`src/b64d_pkg.sv`:
```
// Types, constants and decode functions of the base64 decoder
package b64d_pkg;

  localparam int B64D_QDEPTH = 4;

  typedef struct packed {
    logic [7:0] char_code;
    logic       final_char;
  } b64d_in_t;

  typedef struct packed {
    logic [7:0] data_byte;
    logic       byte_valid;
    logic       run_last;
    logic       message_end;
  } b64d_out_t;

  typedef struct packed {
    logic [7:0] data_byte;
    logic       byte_valid;
    logic       message_end;
  } b64d_beat_t;

  typedef struct packed {
    b64d_beat_t [2:0] beat;
    logic [1:0]       last_idx;
  } b64d_cmd_t;

  // Bit 6 set marks a character outside the alphabet
  function automatic logic [6:0] sextet_of(input logic [7:0] c);
    logic [6:0] v;
    v = 7'h40;
    if (c inside {[8'h41:8'h5a]}) begin
      v = 7'(c - 8'h41);
    end else if (c inside {[8'h61:8'h7a]}) begin
      v = 7'(c - 8'd71);
    end else if (c inside {[8'h30:8'h39]}) begin
      v = 7'(c + 8'd4);
    end else if (c == 8'h2b) begin
      v = 7'd62;
    end else if (c == 8'h2f) begin
      v = 7'd63;
    end
    return v;
  endfunction

  function automatic b64d_beat_t data_beat(input logic [7:0] b, input logic fin);
    b64d_beat_t r;
    r.data_byte   = b;
    r.byte_valid  = 1'b1;
    r.message_end = fin;
    return r;
  endfunction

  function automatic b64d_beat_t marker_beat();
    b64d_beat_t r;
    r.data_byte   = 8'h00;
    r.byte_valid  = 1'b0;
    r.message_end = 1'b1;
    return r;
  endfunction

  // Release k-1 known bytes of a partial group (none for k below two), then the end marker
  function automatic b64d_cmd_t flush_cmd(input logic [5:0] h0, input logic [5:0] h1,
                                          input logic [5:0] h2, input logic [1:0] k);
    b64d_cmd_t r;
    r = '0;
    case (k)
      2'd2: begin
        r.beat[0]  = data_beat({h0, h1[5:4]}, 1'b0);
        r.beat[1]  = marker_beat();
        r.last_idx = 2'd1;
      end
      2'd3: begin
        r.beat[0]  = data_beat({h0, h1[5:4]}, 1'b0);
        r.beat[1]  = data_beat({h1[3:0], h2[5:2]}, 1'b0);
        r.beat[2]  = marker_beat();
        r.last_idx = 2'd2;
      end
      default: begin
        r.beat[0]  = marker_beat();
        r.last_idx = 2'd0;
      end
    endcase
    return r;
  endfunction

endpackage

```
`src/b64d_front.sv`:
```
// Front end: accepts characters, tracks the open group, emits byte commands
module b64d_front
  import b64d_pkg::*;
(
  input  logic      clk,
  input  logic      rst_n,
  input  logic      in_acc,
  input  b64d_in_t  in_data,
  output logic      cmd_push,
  output b64d_cmd_t cmd
);

  logic [1:0] cnt_r, cnt_nxt;
  logic       stopped_r, stopped_nxt;
  logic [5:0] held_r [3];
  logic [5:0] held_nxt [3];
  logic [6:0] sx;

  assign sx = sextet_of(in_data.char_code);

  always_comb begin
    cnt_nxt     = cnt_r;
    stopped_nxt = stopped_r;
    held_nxt    = held_r;
    cmd_push    = 1'b0;
    cmd         = '0;
    if (in_acc) begin
      if (stopped_r) begin
        if (in_data.final_char) begin
          stopped_nxt = 1'b0;
          cnt_nxt     = 2'd0;
        end
      end else if (sx[6]) begin
        cmd         = flush_cmd(held_r[0], held_r[1], held_r[2], cnt_r);
        cmd_push    = 1'b1;
        cnt_nxt     = 2'd0;
        stopped_nxt = !in_data.final_char;
      end else if (cnt_r == 2'd3) begin
        cmd.beat[0]  = data_beat({held_r[0], held_r[1][5:4]}, 1'b0);
        cmd.beat[1]  = data_beat({held_r[1][3:0], held_r[2][5:2]}, 1'b0);
        cmd.beat[2]  = data_beat({held_r[2][1:0], sx[5:0]}, in_data.final_char);
        cmd.last_idx = 2'd2;
        cmd_push     = 1'b1;
        cnt_nxt      = 2'd0;
      end else begin
        held_nxt[cnt_r] = sx[5:0];
        cnt_nxt         = cnt_r + 2'd1;
        if (in_data.final_char) begin
          cmd      = flush_cmd(held_nxt[0], held_nxt[1], held_nxt[2], cnt_r + 2'd1);
          cmd_push = 1'b1;
          cnt_nxt  = 2'd0;
        end
      end
    end
  end

  always_ff @(posedge clk) begin
    if (!rst_n) begin
      cnt_r     <= 2'd0;
      stopped_r <= 1'b0;
    end else begin
      cnt_r     <= cnt_nxt;
      stopped_r <= stopped_nxt;
    end
  end

  always_ff @(posedge clk) begin
    held_r <= held_nxt;
  end

endmodule

```
`src/b64d_cmdq.sv`:
```
// Command queue between the front end and the result sequencer
module b64d_cmdq
  import b64d_pkg::*;
#(
  parameter int QDEPTH = B64D_QDEPTH
) (
  input  logic      clk,
  input  logic      rst_n,
  input  logic      wr_en,
  input  b64d_cmd_t wr_data,
  output logic      q_full,
  input  logic      rd_en,
  output logic      q_empty,
  output b64d_cmd_t rd_data
);

  localparam int PW = $clog2(QDEPTH);
  localparam int CW = $clog2(QDEPTH + 1);

  b64d_cmd_t      mem_r [QDEPTH];
  logic [PW-1:0]  wr_ptr_r, rd_ptr_r;
  logic [CW-1:0]  cnt_r;
  logic           do_wr, do_rd;

  assign q_full  = (cnt_r == CW'(QDEPTH));
  assign q_empty = (cnt_r == '0);
  assign do_wr   = wr_en && !q_full;
  assign do_rd   = rd_en && !q_empty;
  assign rd_data = mem_r[rd_ptr_r];

  always_ff @(posedge clk) begin
    if (!rst_n) begin
      wr_ptr_r <= '0;
      rd_ptr_r <= '0;
      cnt_r    <= '0;
    end else begin
      if (do_wr) begin
        wr_ptr_r <= (wr_ptr_r == PW'(QDEPTH - 1)) ? '0 : wr_ptr_r + PW'(1);
      end
      if (do_rd) begin
        rd_ptr_r <= (rd_ptr_r == PW'(QDEPTH - 1)) ? '0 : rd_ptr_r + PW'(1);
      end
      if (do_wr && !do_rd) begin
        cnt_r <= cnt_r + CW'(1);
      end else if (do_rd && !do_wr) begin
        cnt_r <= cnt_r - CW'(1);
      end
    end
  end

  always_ff @(posedge clk) begin
    if (do_wr) begin
      mem_r[wr_ptr_r] <= wr_data;
    end
  end

endmodule

```
`src/b64d_back.sv`:
```
// Back end: steps through each command and presents one result beat at a time
module b64d_back
  import b64d_pkg::*;
(
  input  logic      clk,
  input  logic      rst_n,
  input  logic      q_empty,
  input  b64d_cmd_t q_data,
  output logic      q_pop,
  input  logic      pop,
  output logic      empty,
  output b64d_out_t out_data
);

  logic [1:0] idx_r, idx_nxt;
  logic       vld_r, vld_nxt;
  b64d_out_t  out_r, out_nxt;
  logic       load, at_last;

  assign load    = !vld_r || pop;
  assign at_last = (idx_r == q_data.last_idx);

  always_comb begin
    idx_nxt = idx_r;
    vld_nxt = vld_r;
    out_nxt = out_r;
    q_pop   = 1'b0;
    if (load) begin
      vld_nxt = !q_empty;
      if (!q_empty) begin
        out_nxt.data_byte   = q_data.beat[idx_r].data_byte;
        out_nxt.byte_valid  = q_data.beat[idx_r].byte_valid;
        out_nxt.message_end = q_data.beat[idx_r].message_end;
        out_nxt.run_last    = at_last;
        q_pop               = at_last;
        idx_nxt             = at_last ? 2'd0 : idx_r + 2'd1;
      end
    end
  end

  always_ff @(posedge clk) begin
    if (!rst_n) begin
      idx_r <= 2'd0;
      vld_r <= 1'b0;
    end else begin
      idx_r <= idx_nxt;
      vld_r <= vld_nxt;
    end
  end

  always_ff @(posedge clk) begin
    out_r <= out_nxt;
  end

  assign empty    = !vld_r;
  assign out_data = out_r;

endmodule

```
`src/base64_decoder.sv`:
```
// Base64 decoder top level: front end, command queue, result sequencer
//
//   channel   handshake        payload
//   input     push / full      in_data  (char_code, final_char)
//   result    pop / empty      out_data (data_byte, byte_valid, run_last, message_end)
//
// One character is accepted per cycle while the command queue has room.
// Results leave one beat per cycle while pop is given; an item makes zero to three
// beats, set by its command; the result sequencer steps through the head command
// one beat per cycle while its output is empty or popped, registering each beat.
// Reset (rst_n low, synchronous) empties the queue and clears the open group.
// A stalled result side fills the QDEPTH-entry queue, then raises full.
module base64_decoder
  import b64d_pkg::*;
#(
  parameter int QDEPTH = B64D_QDEPTH
) (
  input  logic      clk,
  input  logic      rst_n,
  input  logic      push,
  output logic      full,
  input  b64d_in_t  in_data,
  input  logic      pop,
  output logic      empty,
  output b64d_out_t out_data
);

  logic      in_acc;
  logic      cmd_push;
  b64d_cmd_t cmd;
  logic      q_full, q_empty, q_pop;
  b64d_cmd_t q_data;

  assign full   = q_full;
  assign in_acc = push && !q_full;

  b64d_front u_front (
    .clk      (clk),
    .rst_n    (rst_n),
    .in_acc   (in_acc),
    .in_data  (in_data),
    .cmd_push (cmd_push),
    .cmd      (cmd)
  );

  b64d_cmdq #(
    .QDEPTH (QDEPTH)
  ) u_cmdq (
    .clk     (clk),
    .rst_n   (rst_n),
    .wr_en   (cmd_push),
    .wr_data (cmd),
    .q_full  (q_full),
    .rd_en   (q_pop),
    .q_empty (q_empty),
    .rd_data (q_data)
  );

  b64d_back u_back (
    .clk      (clk),
    .rst_n    (rst_n),
    .q_empty  (q_empty),
    .q_data   (q_data),
    .q_pop    (q_pop),
    .pop      (pop),
    .empty    (empty),
    .out_data (out_data)
  );

endmodule

```
`config.mk`:
```
export PLATFORM = sky130hd
export DESIGN_NAME = base64_decoder
export DESIGN_NICKNAME = d
export VERILOG_FILES = /design/src/b64d_pkg.sv /design/src/b64d_front.sv /design/src/b64d_cmdq.sv /design/src/b64d_back.sv /design/src/base64_decoder.sv
export SDC_FILE = /design/constraint.sdc
export NUM_CORES = 1
export LEC_CHECK = 0
export BUFFER_PORTS_ARGS = -buffer_cell sky130_fd_sc_hd__buf_2
export CAP_MARGIN = 25
export CORE_UTILIZATION = 30
export DETAILED_ROUTE_END_ITERATION = 7
export GPL_TIMING_DRIVEN = 0
export PLACE_DENSITY = 0.42
export SKIP_CTS_REPAIR_TIMING = 1
export SYNTH_ARGS = -nofsm -noshare
export SYNTH_HDL_FRONTEND = slang
export SYNTH_SLANG_ARGS = --single-unit
```
`constraint.sdc`:
```
create_clock -name clk -period 4.2 [get_ports clk]
set_input_delay 0.63 -clock clk [delete_from_list [all_inputs] [get_ports clk]]
set_output_delay 0.63 -clock clk [all_outputs]
set_load 0.01 [all_outputs]
```
==> impl_metrics.ini, run 1 <==
[status]
status = complete, no violations

[clock_network]
worstSkewPairLatency_ns = 0.41
clockBufferDepth = 2
htree_levels = 4
cts_tree = built
cts-root-buf = clkbuf_16
cts_buffers = 17
clk_pin_slew_ns = 0.07
clock-sinks = 164

[synthesis]
synth_flop_cell = edfxtp_1
syn_area_mm2 = 0.00757
synthArstFlopShare_pct = 0
ys_ff_latch = 164
synth_edf_count = 149
seq_area_frac_synth_pct = 63.1
syn-num-nets = 553
syn_avg_cell_area_um2 = 14.6
ys_warn_count = 0
synth.distinct_cells = 67
postSynthCellCount = 518

[critical_path]
crit_fanout = 8
worstSetupPathType = primary input to register
reg2reg_depth = 6
worst-endpoint-required_ns = 4.55
end_kind = register
reg2reg_from = u_cmdq.cnt_r[0]$_SDFFE_PN0P_
ff2ff_setup_slack_ns = 1.37
cp.arrival_ns = 3.84
crit_path_start_kind = primary input
reg2reg_to = u_cmdq.mem_r[1][10]$_DFFE_PP_
endpoint = u_cmdq.cnt_r[2]$_SDFFE_PN0P_
crit_start = in_data[3]

[pwr]
power_w = 0.00477
power_density_mw_per_mm2 = 544
vdd_drop_max_v = 0.000219
p_leak_nw = 2.97

[grt]
overflow = 0
grt_pass1_wl_um = 26900
grt_pass1_vias = 4586
grt_start_max_net_pins = 31
antenna_found_initial = 0
track_usage_pct = 14.2

[timing]
rsz0062_at_grt = no
fmax_ghz = 0.286
setup-violations-final = 0
maxSlewHeadroom_pct = 34.4
drv_slew = 0
finalCriticalPeriod_ns = 3.49
period_share_pct = 83.2
worstMarginPinSlew_ns = 0.983
skew_ns = 0.00990
final-hold-violation-count = 0

[finish]
syn_to_final_growth_pct = 15.8
antenna-diode-count = 0
fillerInstances = 2401
nets = 600
drive_gt1_share_pct = 20.6
final_common_cell = edfxtp_1
final_cell_mix = edfxtp_1, nor2_1, a21oi_1
stdcell_count = 901

[floorplan]
row_count = 57
initial_core_util_pct = 30.9
core_mm2 = 0.0245
die_x_um = 161
io-pin-count = 26
die_area_mm2 = 0.0259
chipHeight_um = 161

[drt]
drc = 0
vias = 4480
wirelength_um = 17400
wl_per_cell_um = 19.4
via_per_inst = 4.97
drtAntennaViolNets = 0
drt_iter0_markers = 329
dr.pass1.iters = 4

[placement]
place_inst = 870
dp_hpwl_um = 12000
io_buffers = 24
gp_congestion = 0.824

[min_path]
hp-class = primary input to register

[flow_run]
maxCapViolCount = 0
[cell usage after synthesis (all sizes together) (3+ instances only)]
cell type / instances / area (um2)
a211oi: 3 / 27.5
a21oi: 34 / 170
a31oi: 4 / 25.0
a32o: 3 / 30.0
a32oi: 3 / 26.3
and2: 6 / 37.5
and3: 8 / 50.1
buf: 9 / 45.1
clkbuf: 14 / 52.6
dfxtp: 15 / 300
edfxtp: 149 / 4470
ha: 21 / 263
inv: 29 / 109
mux2: 3 / 33.8
mux2i: 13 / 130
mux4: 30 / 676
nand2: 20 / 77.6
nand2b: 4 / 25.0
nand3: 8 / 40.0
nand4: 3 / 18.8
nor2: 39 / 151
nor2b: 6 / 37.5
nor3: 8 / 40.0
nor3b: 4 / 40.0
o211a: 3 / 30.0
o211ai: 3 / 22.5
o21ai: 12 / 60.1
o22ai: 10 / 62.6
o2bb2ai: 8 / 70.1
o31ai: 6 / 58.8
or3: 3 / 18.8
xor2: 6 / 52.6
[flip-flops by register name, summed over array words and instances (netlist names), named ones only]
| name | count |
|---|---|
| u_cmdq.mem_r | 120 |
| u_front.held_r | 18 |
| u_back.out_data | 11 |
| u_cmdq.cnt_r | 3 |
| u_back.idx_r | 2 |
| u_cmdq.rd_ptr_r | 2 |
| u_cmdq.wr_ptr_r | 2 |
| u_front.cnt_r | 2 |
| u_back.vld_r | 1 |
| u_front.stopped_r | 1 |
[kinds of logic after synthesis]
family,count (synthesis),share of synthesized area (%)
DFF,164,63.1
AOI/OAI and AO/OA,112,10.8
buffers and inverters,52,2.73
and+or+nand+nor,115,7.80
xor gates and xnor gates,7,0.810
muxes,46,11.1
adders and majority gates,22,3.74
[through the flow]
step	utilization (%)	area, um2	setup WS [ns]	TNS, ns	hold slack [ns]
4_1_cts	35.7	8760	0.768	0	0.419
2_1_floorplan	-	7570	0.941	0	0.445
5_1_grt	35.7	8760	0.547	0	0.445
3_3_place_gp	33.0	8100	-0.267	-32.65	0.456
6_report	35.7	8760	0.705	0	0.442
3_5_place_dp	33.3	8180	0.312	0	0.476
[metal layers]
| layer | GRT usage (%) | part of all wire [%] | up-vias |
|---|---|---|---|
| li1 | - | - | 2114 |
| met5 | 0 | 0 | - |
| met4 | 4.25 | 1.2 | 0 |
| met3 | 2.20 | 2.6 | 13 |
| met1 | 18.3 | 46 | 2268 |
| met2 | 24.4 | 50 | 85 |
[power breakdown]
part | leakage, nW | switching [W] | internal [W]
combinational | 1.18 | 0.000639 | 0.000469
clock | 0.276 | 0.000629 | 0.000934
sequential | 1.51 | 0.0000727 | 0.00202
[layout make-up]
| type | instances | area (um2) | share of cell area, % |
|---|---|---|---|
| multi-input cells | 302 | 2600 | 29.7 |
| inverters | 29 | 109 | 1.24 |
| clock inverters | 12 | 156 | 1.78 |
| well taps | 324 | 405 | 4.63 |
| plain buffers | 23 | 97.6 | 1.11 |
| repair buffers | 28 | 186 | 2.13 |
| clock buffers | 19 | 433 | 4.94 |
| flip-flops and latches | 164 | 4770 | 54.5 |
[how the worst min path moves through the flow]
stage | end | depth (start not counted) | start
floorplan | u_back.vld_r$_SDFFE_PN0N_ | 2 | u_back.vld_r$_SDFFE_PN0N_
global placement | u_back.vld_r$_SDFFE_PN0N_ | 2 | u_back.vld_r$_SDFFE_PN0N_
detailed placement | u_back.vld_r$_SDFFE_PN0N_ | 2 | u_back.vld_r$_SDFFE_PN0N_
CTS | u_front.cnt_r[0]$_SDFFE_PN0P_ | 2 | rst_n
global route | u_front.cnt_r[0]$_SDFFE_PN0P_ | 2 | rst_n
finish | u_front.cnt_r[0]$_SDFFE_PN0P_ | 2 | rst_n
[worst max-delay path, cell delays in order]
cell and delay [ns]:
buf_2 0.17, inv_1 0.11, ha_1 0.31, nand2b_1 0.20
and3_1 0.19, buf_4 0.16, a21oi_1 0.37, a21boi_1 0.23
nor2_1 0.14, ha_1 0.21, inv_1 0.07, fa_1 0.43
xor2_1 0.17, or3_1 0.31, a21oi_1 0.15
Note: power is estimated with default switching activity, not from simulation.
==> inputs of run 2 (changes only) <==
- clock period: 4.2 -> 3.3 ns (I/O delays scaled with it)
==> run 2 against run 1 <==
  * Cell area rose by 0.26%
  * Non-clock buffer count rose by 2
  * Setup slack got worse by 0.61 ns
  * Global-route usage did not move
  * Clock power rose by 28%
  * Die area did not move
  * Count of clock-buffer cells in the layout did not move
  * Utilization rose by 0.092 points
  * Sequential share of layout area fell by 0.14 points
  * First-iteration DRC count rose by 4.6%
  * Power rose by 27%
  * Hold slack got worse by 0.14 ns
  * Largest cell class unchanged
  * Largest power group unchanged
==> impl_metrics.ini, run 2 (synthesis gave the netlist of run 1 again) <==
[status]
status = complete, no violations

[pwr]
seqPwrFrac_pct = 43.9
intPower_w = 0.00436
clkPwrFrac_pct = 32.8
netSwitchingPower_w = 0.00171
swShare_pct = 28.2
vdd_drop_max_v = 0.000279
combPwrFrac_pct = 23.3
p_leak_nw = 2.98
power_density_mw_per_mm2 = 691
power_w = 0.00607

[drt]
drt_iter0_markers = 344
dr.pass1.iters = 5
wl_per_cell_um = 19.3
via_per_inst = 4.98
vias = 4495
drc = 0
drtAntennaViolNets = 0
wirelength_um = 17500

[critical_path]
slowest_stage = and3_2
crit_path_start_kind = primary input
crit_family = simple AND/OR/NAND/NOR gates
max_stage_delay_ns = 0.86
end_kind = register
worst-endpoint-required_ns = 3.34
crit_fanout = 30
cp.arrival_ns = 3.25
reg2reg_from = u_cmdq.cnt_r[0]$_SDFFE_PN0P_
cp_cell_sequence = buf_2 -> inv_1 -> ha_1 -> nand4bb_2 -> and3_1 -> a22o_2 -> o21ai_1 -> and3_2
crit_buf_inv = 2
ff2ff_setup_slack_ns = 0.45
worstSetupPathType = primary input to register
crit_start = in_data[1]

[floorplan]
chipHeight_um = 161
die_area_mm2 = 0.0259
core_mm2 = 0.0245
initial_core_util_pct = 30.9
row_count = 57
io-pin-count = 26
die_x_um = 161

[placement]
dp_hpwl_um = 12000
gp_congestion = 0.824
place_inst = 870
io_buffers = 24

[grt]
grt_pass1_wl_um = 26900
overflow = 0
grt_start_max_net_pins = 31
track_usage_pct = 14.2
antenna_found_initial = 0
grt_pass1_vias = 4586

[timing]
drv_slew = 0
holdWs_ns = 0.307
finalCriticalPeriod_ns = 3.21
final-hold-violation-count = 0
skew_ns = 0.0101
maxSlewHeadroom_pct = 34.1
period_share_pct = 97.2
fmax_ghz = 0.312
worstMarginPinSlew_ns = 0.989
setup-violations-final = 0
rsz0062_at_grt = yes

[finish]
top_register = u_cmdq.mem_r
syn_to_final_growth_pct = 16.1
largest_reg_flops = 120
nets = 602
fillerInstances = 2397
antenna-diode-count = 0
stdcell_count = 903
final_common_cell = edfxtp_1
final_cell_mix = edfxtp_1, nor2_1, a21oi_1
drive_gt1_share_pct = 21.2

[clock_network]
cts_tree = built
cts-root-buf = clkbuf_16
worstSkewPairLatency_ns = 0.41
clock-sinks = 164
clockBufferDepth = 2
htree_levels = 4
cts_buffers = 17
clk_pin_slew_ns = 0.07

[flow_run]
maxCapViolCount = 0

[min_path]
hp-class = primary input to register
worstHoldStart = rst_n
run 2: cell count changes in the layout (fill, tap and decap cells not counted):
cell	before	now
a21boi_1	1	0
buf_4	1	3
a21oi_2	1	2
a21oi_1	33	32
a21boi_2	0	1
run 2: cell type report:
type / instances / area [um2] / share of cell area (%)
Clock inverter: 12 / 156 / 1.78
Multi-Input combinational cell: 302 / 2610 / 29.7
Sequential cell: 164 / 4770 / 54.3
Clock buffer: 19 / 433 / 4.93
Inverter: 29 / 109 / 1.24
Timing Repair Buffer: 30 / 201 / 2.29
Tap cell: 324 / 405 / 4.61
Buffer: 23 / 97.6 / 1.11
run 2: worst reg2reg max path, cell delays in order (launching register included):
cell and delay [ns]:
dfxtp_1 0.41, nor2_1 0.07, nand2_1 0.13, inv_1 0.08, nor3b_2 0.45, clkbuf_1 0.42, and3_2 0.88
run 2: path summary, 6_finish.rpt:
kind / end / cells after the start
worst max register to register: u_cmdq.mem_r[1][10]$_DFFE_PP_ / 6
worst max-delay path: u_cmdq.mem_r[1][10]$_DFFE_PP_ / 8
worst min register to register: u_back.vld_r$_SDFFE_PN0N_ / 2
worst min-delay path: u_front.cnt_r[0]$_SDFFE_PN0P_ / 2
run 2: per-layer routing:
metal | track usage (%) | up-vias | wire length [um]
met5 | 0 | - | 0
met3 | 2.20 | 13 | 486
met1 | 18.3 | 2271 | 8040
li1 | - | 2116 | -
met4 | 4.25 | 0 | 209
met2 | 24.4 | 95 | 8730
run 2: power by group through the flow:
| stage | sequential (W) | combinational, W | clock [W] |
|---|---|---|---|
| 6_report | 0.00267 | 0.00141 | 0.00199 |
| 5_1_grt | 0.00269 | 0.00157 | 0.00212 |
| 4_1_cts | 0.00267 | 0.00146 | 0.00204 |
| 3_5_place_dp | 0.00271 | 0.00146 | 0 |
| 3_3_place_gp | 0.00271 | 0.00139 | 0 |
| 2_1_floorplan | 0.00274 | 0.000930 | 0 |
run 2: metrics by stage:
step | worst slack, ns | setup TNS (ns) | utilization, % | cell area, um2
6_report | 0.0920 | 0 | 35.8 | 8790
3_5_place_dp | -0.453 | -24.71 | 33.3 | 8180
2_1_floorplan | 0.176 | 0 | - | 7570
4_1_cts | 0.00340 | 0 | 35.7 | 8760
3_3_place_gp | -1.03 | -137.23 | 33.0 | 8100
5_1_grt | -0.104 | -5.42 | 35.8 | 8790
==> inputs of run 3 (changes only) <==
- clock period: 3.3 -> 3 ns (I/O delays scaled with it)
==> run 3 against run 2 <==
  * Final cell count increased by 0.22%
  * Die area is the same
  * Hold slack got worse by 0.061 ns
  * Cell area rose by 0.95%
  * Global-route usage shrank 0.16 points
  * Utilization rose by 0.34 points
  * Largest power group unchanged
  * Flip-flop and latch count is the same
  * Sequential power up 9.7%
==> impl_metrics.ini, run 3 (synthesis gave the netlist of run 1 again) <==
[finish]
top_register = u_cmdq.mem_r
largest_reg_flops = 120
drive_gt1_share_pct = 23.1
stdcell_area_mm2 = 0.00887
nets = 603
antenna-diode-count = 0
final_cell_mix = edfxtp_1, nor2_1, a21oi_1
final_common_cell = edfxtp_1
fillerInstances = 2392
postLayoutCoreUtil_pct = 36.2
syn_to_final_growth_pct = 17.2

[critical_path]
reg2reg_to = u_cmdq.cnt_r[2]$_SDFFE_PN0P_
end_kind = register
endpoint = u_cmdq.cnt_r[2]$_SDFFE_PN0P_
reg2reg_depth = 10
worstSetupPathType = primary input to register
crit_start = in_data[3]
crit_fanout = 8
ff2ff_setup_slack_ns = 0.22
crit_path_start_kind = primary input
cp.arrival_ns = 3.20
worst-endpoint-required_ns = 3.35

[pwr]
clkPwrFrac_pct = 32.2
p_leak_nw = 2.99
power_density_mw_per_mm2 = 750
seqPwrFrac_pct = 44.0
vdd_drop_max_v = 0.000339
combPwrFrac_pct = 23.8
power_w = 0.00666
swShare_pct = 28.6
intPower_w = 0.00475
netSwitchingPower_w = 0.00190

[drt]
top_layer_used = met4
via_per_inst = 5.02
wl_per_cell_um = 19.3
drtAntennaViolNets = 0
dr.pass1.iters = 5
wirelength_met1_um = 8090
wl_met2_um = 8630
drc = 0
drt_iter0_markers = 311
wl_met3_um = 396
vias = 4543
wirelength_um = 17500

[floorplan]
initial_core_util_pct = 30.9
io-pin-count = 26
die_area_mm2 = 0.0259
die_x_um = 161
core_mm2 = 0.0245
row_count = 57
chipHeight_um = 161

[placement]
dp_hpwl_um = 12100
gp_congestion = 0.841
placed_cell_area_mm2 = 0.00822
io_buffers = 24
pre_cts_ws_ns = -0.611

[min_path]
worstHoldStart = rst_n
hp-class = primary input to register

[grt]
overflow = 0
antenna_found_initial = 0
track_usage_pct = 14.0
grt_pass1_vias = 4543
grt_pass1_wl_um = 26800
grt_start_max_net_pins = 30

[clock_network]
cts-root-buf = clkbuf_16
worstSkewPairLatency_ns = 0.42
clockBufferDepth = 2
htree_levels = 4
clock-sinks = 164
clk_pin_slew_ns = 0.07
cts_tree = built
cts_buffers = 17

[timing]
fmax_ghz = 0.351
skew_ns = 0.0117
worstMarginPinSlew_ns = 0.935
maxSlewHeadroom_pct = 37.7
drv_slew = 0
final-hold-violation-count = 0
setup_ws_ns = 0.149
setup-violations-final = 0
finalCriticalPeriod_ns = 2.85
period_share_pct = 95.0

[flow_run]
maxCapViolCount = 0

[status]
status = complete, no violations
## run 3: layer usage
| layer | GRT usage [%] | vias up |
|---|---|---|
| li1 | - | 2123 |
| met1 | 18.2 | 2298 |
| met2 | 23.3 | 97 |
| met3 | 2.40 | 25 |
| met4 | 5.36 | 0 |
| met5 | 0 | - |
## run 3: power by group through the flow
stage | sequential [W] | clock (W) | combinational, W
final | 0.00293 | 0.00214 | 0.00158
after global routing | 0.00296 | 0.00228 | 0.00174
after CTS | 0.00294 | 0.00221 | 0.00162
after detailed placement | 0.00298 | 0 | 0.00161
after global placement | 0.00298 | 0 | 0.00152
after floorplan | 0.00301 | 0 | 0.00102
## run 3: how the worst min path moves through the flow
stage	to	slack, ns	depth (start not counted)
final	u_front.cnt_r[0]$_SDFFE_PN0P_	0.25	2
after global routing	u_front.cnt_r[0]$_SDFFE_PN0P_	0.24	2
after CTS	u_front.cnt_r[0]$_SDFFE_PN0P_	0.23	2
after detailed placement	u_back.vld_r$_SDFFE_PN0N_	0.48	2
after global placement	u_back.vld_r$_SDFFE_PN0N_	0.46	2
after floorplan	u_back.vld_r$_SDFFE_PN0N_	0.45	2
## run 3: cell type report
cell class	instances	area (um2)	area share, %
plain buffers	23	97.6	1.10
clock buffers	18	429	4.84
clock inverters	14	151	1.71
inverters	29	109	1.23
multi-input cells	302	2670	30.0
flip-flops and latches	164	4770	53.8
well taps	324	405	4.57
repair buffers	31	239	2.69
## run 3: worst max-delay path, cell delays in order
cell	delay, ns
clkbuf_4	0.17
inv_2	0.08
ha_2	0.23
a21bo_2	0.23
o21a_2	0.25
a22oi_2	0.23
a21boi_2	0.13
nor2_1	0.11
ha_2	0.21
inv_1	0.06
fa_1	0.42
xor2_1	0.18
or3_1	0.31
a21oi_1	0.14
## run 3: through the flow
step	hold slack (ns)	instances	TNS, ns
finish	0.246	905	0
detailed placement	0.475	872	-31.07
CTS	0.226	904	-0.160
floorplan	0.445	518	0
global route	0.239	905	-0.00170
global placement	0.457	866	-162.38
